--- src/pcb_pkg.sv ---
package pcb_pkg;

  localparam int unsigned ByteW    = 8;
  localparam int unsigned ProdW    = 2 * ByteW;
  localparam logic [ByteW-1:0] ByteMax = 8'hFF;
  // depth of the valid shift register that carries each accepted item to its done strobe
  localparam int unsigned Latency  = 4;

  typedef logic [ByteW-1:0] byte_t;
  typedef logic [ProdW-1:0] prod_t;

  // divide by 255 with the truncating shift form; exact for v <= 255*255
  function automatic byte_t scale_down(prod_t v);
    logic [ProdW:0] s;
    s = {1'b0, v} + (ProdW+1)'(1) + (ProdW+1)'(v[ProdW-1:ByteW]);
    return s[ProdW-1:ByteW];
  endfunction

endpackage

--- src/pcb_lane.sv ---
module pcb_lane
  import pcb_pkg::*;
(
  input  logic  clk_i,
  input  byte_t src_i,
  input  byte_t dst_i,
  input  byte_t alpha_i,
  input  byte_t keep_i,
  output byte_t res_o
);

  prod_t prod_src_q, prod_src_d;
  prod_t prod_dst_q, prod_dst_d;
  byte_t res_q, res_d;
  logic [ByteW:0] sum;

  // first stage: the two 8x8 products
  assign prod_src_d = prod_t'(src_i) * prod_t'(alpha_i);
  assign prod_dst_d = prod_t'(dst_i) * prod_t'(keep_i);

  always_ff @(posedge clk_i) begin
    prod_src_q <= prod_src_d;
    prod_dst_q <= prod_dst_d;
  end

  // second stage: scale, add and saturate
  assign sum   = {1'b0, scale_down(prod_src_q)} + {1'b0, scale_down(prod_dst_q)};
  assign res_d = sum[ByteW] ? ByteMax : sum[ByteW-1:0];

  always_ff @(posedge clk_i) begin
    res_q <= res_d;
  end

  assign res_o = res_q;

endmodule

--- src/premultiplied_coverage_blend_unit.sv ---
// Source-over blend of a coverage-masked solid colour onto one premultiplied
// BGRA pixel.
// Input channel: drive the pixel fields and pulse start_i; an item is taken
// at every rising edge where start_i is high and busy_o is low. busy_o stays
// low, so a new pixel may be offered on every clock.
// Result channel: out_*_o carry the blended pixel for exactly one cycle,
// marked by done_o.
// Each pixel passes the four-stage pipeline (coverage product, alpha
// scaling, channel products, sum and clamp) from the accepting edge to
// done_o. Throughput: one pixel per clock.
// Reset (rst_ni low, asynchronous) clears the stage valid bits, dropping any
// pixels in flight; the datapath registers are not reset.
// The receiver cannot stall: results leave on a fixed schedule, and the
// pipeline never holds.
// Zero coverage or full transparency gives alpha zero, which returns the
// destination pixel unchanged.
module premultiplied_coverage_blend_unit
  import pcb_pkg::*;
(
  input  logic  clk_i,
  input  logic  rst_ni,
  input  logic  start_i,
  output logic  busy_o,
  input  byte_t coverage_i,
  input  byte_t src_red_i,
  input  byte_t src_green_i,
  input  byte_t src_blue_i,
  input  byte_t transparency_i,
  input  byte_t dst_blue_i,
  input  byte_t dst_green_i,
  input  byte_t dst_red_i,
  input  byte_t dst_alpha_i,
  output logic  done_o,
  output byte_t out_blue_o,
  output byte_t out_green_o,
  output byte_t out_red_o,
  output byte_t out_alpha_o
);

  logic               accept;
  logic [Latency-1:0] vld_q, vld_d;

  // stage 1: coverage times opacity, pixel captured
  prod_t cov_prod_q, cov_prod_d;
  byte_t s1_sr_q, s1_sg_q, s1_sb_q;
  byte_t s1_db_q, s1_dg_q, s1_dr_q, s1_da_q;

  // stage 2: alpha and its complement
  byte_t alpha_q, alpha_d;
  byte_t keep_q, keep_d;
  byte_t s2_sr_q, s2_sg_q, s2_sb_q;
  byte_t s2_db_q, s2_dg_q, s2_dr_q, s2_da_q;

  assign busy_o = 1'b0;
  assign accept = start_i && !busy_o;

  // valid bits run alongside the data
  assign vld_d = {vld_q[Latency-2:0], accept};

  always_ff @(posedge clk_i or negedge rst_ni) begin
    if (!rst_ni) begin
      vld_q <= '0;
    end else begin
      vld_q <= vld_d;
    end
  end

  assign cov_prod_d = prod_t'(coverage_i) * prod_t'(ByteMax - transparency_i);

  always_ff @(posedge clk_i) begin
    cov_prod_q <= cov_prod_d;
    s1_sr_q    <= src_red_i;
    s1_sg_q    <= src_green_i;
    s1_sb_q    <= src_blue_i;
    s1_db_q    <= dst_blue_i;
    s1_dg_q    <= dst_green_i;
    s1_dr_q    <= dst_red_i;
    s1_da_q    <= dst_alpha_i;
  end

  // zero coverage yields zero alpha here, so no separate bypass is needed
  assign alpha_d = scale_down(cov_prod_q);
  assign keep_d  = ByteMax - alpha_d;

  always_ff @(posedge clk_i) begin
    alpha_q <= alpha_d;
    keep_q  <= keep_d;
    s2_sr_q <= s1_sr_q;
    s2_sg_q <= s1_sg_q;
    s2_sb_q <= s1_sb_q;
    s2_db_q <= s1_db_q;
    s2_dg_q <= s1_dg_q;
    s2_dr_q <= s1_dr_q;
    s2_da_q <= s1_da_q;
  end

  // stages 3 and 4: one lane per channel
  pcb_lane u_lane_blue (
    .clk_i   (clk_i),
    .src_i   (s2_sb_q),
    .dst_i   (s2_db_q),
    .alpha_i (alpha_q),
    .keep_i  (keep_q),
    .res_o   (out_blue_o)
  );

  pcb_lane u_lane_green (
    .clk_i   (clk_i),
    .src_i   (s2_sg_q),
    .dst_i   (s2_dg_q),
    .alpha_i (alpha_q),
    .keep_i  (keep_q),
    .res_o   (out_green_o)
  );

  pcb_lane u_lane_red (
    .clk_i   (clk_i),
    .src_i   (s2_sr_q),
    .dst_i   (s2_dr_q),
    .alpha_i (alpha_q),
    .keep_i  (keep_q),
    .res_o   (out_red_o)
  );

  // alpha lane: full source scales back to alpha itself
  pcb_lane u_lane_alpha (
    .clk_i   (clk_i),
    .src_i   (ByteMax),
    .dst_i   (s2_da_q),
    .alpha_i (alpha_q),
    .keep_i  (keep_q),
    .res_o   (out_alpha_o)
  );

  assign done_o = vld_q[Latency-1];

endmodule

--- config.mk ---
export PLATFORM = sky130hd
export DESIGN_NAME = premultiplied_coverage_blend_unit
export DESIGN_NICKNAME = d
export VERILOG_FILES = /design/src/pcb_pkg.sv /design/src/pcb_lane.sv /design/src/premultiplied_coverage_blend_unit.sv
export SDC_FILE = /design/constraint.sdc
export NUM_CORES = 2
export LEC_CHECK = 0
export BUFFER_PORTS_ARGS = -buffer_cell sky130_fd_sc_hd__buf_2
export CAP_MARGIN = 10
export CORE_AREA = 2 2 289 291
export DETAILED_ROUTE_END_ITERATION = 8
export DIE_AREA = 0 0 291 293
export GPL_TIMING_DRIVEN = 0
export PLACE_DENSITY = 0.54
export SKIP_LAST_GASP = 1
export SYNTH_ARGS = -nofsm -noshare
export SYNTH_HDL_FRONTEND = slang
export SYNTH_SLANG_ARGS = --single-unit
--- constraint.sdc ---
create_clock -name clk_i -period 6.38 [get_ports clk_i]
set_input_delay 0.638 -clock clk_i [delete_from_list [all_inputs] [get_ports clk_i]]
set_output_delay 0.638 -clock clk_i [all_outputs]
set_load 0.02 [all_outputs]
Word level (Yosys, flattened, before mapping). Index checks and enable logic that the tools add are counted.

Memory bits (read-only): 0. Bits in registers: 308. Memories: 0. Bits in writable memories: 0. Latch bits: 0. Word-level logic and storage cells: 63. Output and inout bits: 34. Input port bits: 75.

Muxes and demuxes: 0. Order comparisons: 0. $add $sub $neg: 24. Bitwise gates (word level): 0. Equality and inequality tests: 0. Shift-type cells: 0. Divide/modulo/power cells: 0. Reduce and logical (&&, ||, !) cells: 0. $mul: 9.

Operator list (number): adder 16 x 1 -> 16 bit, second input constant (9); adder 16 x 8 -> 16 bit (9); multiplier 8 x 8 -> 16 bit (7); adder 8 x 8 -> 9 bit (4); multiplier 8 x 8 -> 16 bit, first input constant (1); multiplier 9 x 9 -> 16 bit (1); subtractor 8 x 8 -> 9 bit, first input constant (1); subtractor 8 bit, first input constant (1).

Logic depth before layout (Yosys ltp).
Word-level depth: 3. Mapped depth: 17.

Modules after synthesis. A second synthesis with hierarchy kept.

Cells, all modules: 3035. Area, all modules: 29175.5 um2.

Modules (own cells, without submodules): pcb_lane at u_lane_red (cells each 668, area an instance 6048.3 um2, times used 1); pcb_lane at u_lane_blue (cells each 645, area an instance 5905.7 um2, times used 1); pcb_lane at u_lane_alpha (cells each 646, area an instance 5871.9 um2, times used 1); pcb_lane at u_lane_green (cells each 636, area an instance 5813.1 um2, times used 1); premultiplied_coverage_blend_unit (cells each 440, area an instance 5536.6 um2, times used 1).

Least setup slack after synthesis. No wires, ideal clock.

Path kind: input-to-reg. From: input transparency_i[0]. To: register cov_prod_q[15]. Data required time: 6.258 ns. Cell stages on the path: 15. Slack: 2.050 ns. Arrival time: 4.207 ns. Buffers on the path: 0. Cells stage by stage: nand2b_1 > fa_1 > inv_1 > fa_1 > inv_1 > fa_1 > fa_1 > inv_1 > ha_1 > a21oi_1 > nor2b_1 > a311oi_1 > o2bb2ai_1 > o21ai_0 > xnor2_1.

Cells in the longest elaborated chain, start to end: 2.

RTL lines: start: declaration (line premultiplied_coverage_blend_unit.sv:28) `input byte_t transparency_i,`; subtractor 8 x 8 -> 9 bit (line premultiplied_coverage_blend_unit.sv:68) `assign cov_prod_d = prod_t'(coverage_i) * prod_t'(ByteMax - transparency_i);`; multiplier 9 x 9 -> 16 bit (line premultiplied_coverage_blend_unit.sv:68); via cov_prod_d[15] (line premultiplied_coverage_blend_unit.sv:44) `prod_t cov_prod_q, cov_prod_d;`; end signal: assignment (line premultiplied_coverage_blend_unit.sv:71) `cov_prod_q <= cov_prod_d;`; end: declaration (line premultiplied_coverage_blend_unit.sv:44).

The timed path passes the listed nets, and every way through them passes these cells. A chain may end at the register's enable or synchronous reset.

Final worst setup path.
From: register alpha_q[6]. To: register u_lane_green.prod_src_q[13].

Cells in the longest elaborated chain, start to end: 1.

RTL lines: start: declaration (line premultiplied_coverage_blend_unit.sv:49) `byte_t alpha_q, alpha_d;`; start signal: assignment (line premultiplied_coverage_blend_unit.sv:86) `alpha_q <= alpha_d;`; multiplier 8 x 8 -> 16 bit (line pcb_lane.sv:18) `assign prod_src_d = prod_t'(src_i) * prod_t'(alpha_i);`; via u_lane_green.prod_src_d[13] (line pcb_lane.sv:12) `prod_t prod_src_q, prod_src_d;`; end signal: assignment (line pcb_lane.sv:22) `prod_src_q <= prod_src_d;`; end: declaration (line pcb_lane.sv:12).

The timed path passes the listed nets, and every way through them passes these cells.

==> impl_metrics.env <==
export IMPL_viasPerCell=4.602
export IMPL_initial_core_util_pct=34.78
export IMPL_syn_area_um2=28460
export IMPL_layout_drive_gt1_share_pct=6.386
export IMPL_crit_reg2reg_launch="alpha_q[6]"
export IMPL_yosysTopAreaCellShare_pct=22.30
export IMPL_setup_viol=0
export IMPL_die_area_um2=85260
export IMPL_synth_area_top_cells="fa_1, dfxtp_1, ha_1, and2_1, inv_1"
export IMPL_synth_avg_cell_area_um2=9.520
export IMPL_holdPathStages=1
export IMPL_r2r_slack_ps=1160
export IMPL_yosysTopAreaCell="fa_1"
export IMPL_synthMuxAreaShare_pct=0.03517
export IMPL_cpMostUsedCell="fa_1"
export IMPL_synth_top_family_by_area="adder cells"
export IMPL_routedWlPerCell_um=14.35
export IMPL_first_pass_iters=5
export IMPL_synthArstFlopShare_pct=1.299
export IMPL_setup_tns_final_ps=0
export IMPL_rr_worst_depth=15
export IMPL_worst_endpoint_arrival_ps=5650
export IMPL_crit_type="flop to flop"
export IMPL_yosysWarnings=0
export IMPL_die_h_um=293
export IMPL_synth_compound_area_share_pct=8.378
export IMPL_clkTransAtPathRegs_ps=60
export IMPL_crit_chain="clkbuf_1, nand2_1, fa_1, fa_1, inv_1, fa_1, inv_1, fa_1, inv_1, ha_1, o21ai_0, a211oi_1, a2111oi_2, a21oi_1, xor2_1"
export IMPL_hpwl_um=49710
export IMPL_num_io_pins=109
export IMPL_synth_most_common_cell="inv_1"
export IMPL_holdWs_ps=174.5
export IMPL_vias=19491
export IMPL_drt_initial_drc_count=658
export IMPL_root_buffer="clkbuf_16"
export IMPL_end_kind="flop"
export IMPL_synth_xor_area_share_pct=5.446
export IMPL_synth_seq_area_share_pct=21.73
export IMPL_num_rows=105
export IMPL_outcome="finished clean"
export IMPL_grt_pass1_wl_um=102100
export IMPL_cts_setup_buffers=0
export IMPL_cts_buffer_depth=3
export IMPL_die_w_um=291
export IMPL_synth_simple_area_share_pct=16.51
export IMPL_drc=0
export IMPL_hp_class="input port to flop"
export IMPL_grt_max_degree=16
export IMPL_grt_util_all_layers_pct=14.65
export IMPL_clk_latency_ps=570
export IMPL_slew_limit_headroom_pct=37.08
export IMPL_cts_buffers=36
export IMPL_worstPathRequired_ps=6810
export IMPL_synthesis_nets=3802
export IMPL_finalCriticalPeriod_ps=5222
export IMPL_cp_slowest_cell="dfxtp_1"
export IMPL_synth_cell_types=63
export IMPL_synth_cells_most_frequent="inv_1, ha_1, and2_1"
export IMPL_grt_pass1_vias=20095
export IMPL_core_area_um2=81850
export IMPL_layout_nets=3948
export IMPL_synthCells=2990
export IMPL_overflow=0
export IMPL_min_delay_start="dst_alpha_i[3]"
export IMPL_synth_edf_count=0
export IMPL_cts_sinks=308
export IMPL_hold_end="s1_da_q[3]"
export IMPL_syn2layout_area_growth_pct=11.12
export IMPL_synth_fa_ha_area_share_pct=40.76
export IMPL_ys_dominant_reg_cell="dfxtp_1"
export IMPL_antenna_found_initial=1
export IMPL_slowest_delay_ps=700
export IMPL_regToRegEndpoint="u_lane_green.prod_src_q[13]"
export IMPL_drv_cap=0
export IMPL_portBuffers=107
export IMPL_final_hold_viol_count=0
export IMPL_rsz0062_at_grt="no"
export IMPL_start_kind="flop"
export IMPL_ys_seq_elements=308
export IMPL_place_congestion=0.8025
export IMPL_fillers=8272
export IMPL_drv_slew=0
export IMPL_critPathMaxFanout=11
export IMPL_drtAntennaViolNets=0
export IMPL_max_freq_mhz=191.5
export IMPL_cts_tree="built"
export IMPL_fin_crit_sh_pct=81.85
export IMPL_fin_skew_ps=22.81
export IMPL_worst_slew_pin_slew_ps=943.8
export IMPL_wirelength_um=60760
export IMPL_htree_levels=2
-- critical path, delay by kind of cell (launching register included) --
kind,cells,cell delay [ps]
AOI/OAI and AO/OA,4,1010
xor gates and xnor gates,1,160
adders and majority gates,5,2280
buffers and inverters,4,780
DFF,1,700
and+or+nand+nor,1,160
-- how the worst max path moves through the flow --
stage / cells after the start / endpoint / startpoint / slack [ps]
6_report: 15 / u_lane_green.prod_src_q[13] / alpha_q[6] / 1160
5_1_grt: 15 / u_lane_green.prod_src_q[13] / alpha_q[6] / 750
4_1_cts: 14 / u_lane_red.prod_src_q[13] / alpha_q[6] / 1080
3_5_place_dp: 14 / u_lane_red.prod_src_q[13] / alpha_q[6] / 1110
3_3_place_gp: 15 / u_lane_green.prod_src_q[13] / alpha_q[5] / 1070
2_1_floorplan: 15 / cov_prod_q[15] / transparency_i[0] / 2050
-- routing by layer --
metal / GRT usage [%] / wire [um]
met1: 18.57 / 27590
met2: 26.16 / 29830
met3: 2.035 / 2006
met4: 3.703 / 1332
met5: 0 / 0
-- kinds of logic after synthesis --
logic type | Yosys count
AND/OR/NAND/NOR | 866
adder cells (fa/ha/maj) | 737
flip-flops | 308
other | 1
XOR/XNOR | 177
buffers and inverters | 539
multiplexers | 1
AO/OA/AOI/OAI | 361
-- through the flow --
step / area (um^2) / utilization, % / worst slack, ps / std cells
finish: 31630 / 38.64 / 1158 / 4235
global route: 31620 / 38.64 / 751.4 / 4233
CTS: 31620 / 38.64 / 1076 / 4233
detailed placement: 30340 / 37.07 / 1114 / 4167
global placement: 30340 / 37.07 / 1072 / 4167
floorplan: 28460 / - / 2050 / 2990
-- what timing repair did --
item                                   in CTS  in global routing
hold buffers                                1                  0
setup endpoints to repair                   0                  0
gates resized for setup                     0                  0
endpoints found under the hold margin       4                  0
-- layout by cell type (no fill, tap or decap), types with 8 or more instances in the layout --
master,instances
dfxtp_1,304
o211ai_1,10
and3_1,18
nor2b_1,72
o21ai_1,10
and2_1,369
o21ai_0,88
nand2b_1,33
nand2_1,174
o21a_1,19
buf_2,108
clkbuf_16,38
fa_1,317
ha_1,420
inv_1,494
nand3_1,29
nor3_1,17
xnor2_1,120
xor2_1,57
a31oi_1,9
a21oi_1,83
nor2_1,98
a21boi_0,8
a21o_1,39
nand4_1,24
nor4_1,9
clkbuf_1,44
a211oi_1,27
-- flip-flops by register name, summed over array words and instances, names as in the netlist, 16 cells and up --
signal,cells
cov_prod_q,16
u_lane_alpha.prod_dst_q,16
u_lane_alpha.prod_src_q,16
u_lane_blue.prod_dst_q,16
u_lane_blue.prod_src_q,16
u_lane_green.prod_dst_q,16
u_lane_green.prod_src_q,16
u_lane_red.prod_dst_q,16
u_lane_red.prod_src_q,16
-- cell type report --
type	instances	area, um^2	share of cell area, %
antenna	2	5.005	0.01582
buffer	45	173.9	0.5499
clock buffer	41	982.2	3.105
clock inverter	24	292.8	0.9257
inverter	494	1854	5.863
multi-input combinational	2143	20250	64.02
sequential	308	6186	19.56
tap	1070	1339	4.233
timing repair buffer	108	545.5	1.725
Power is not shown: default switching activity piles up to over one toggle a cycle in this logic, so the estimate is an artifact.
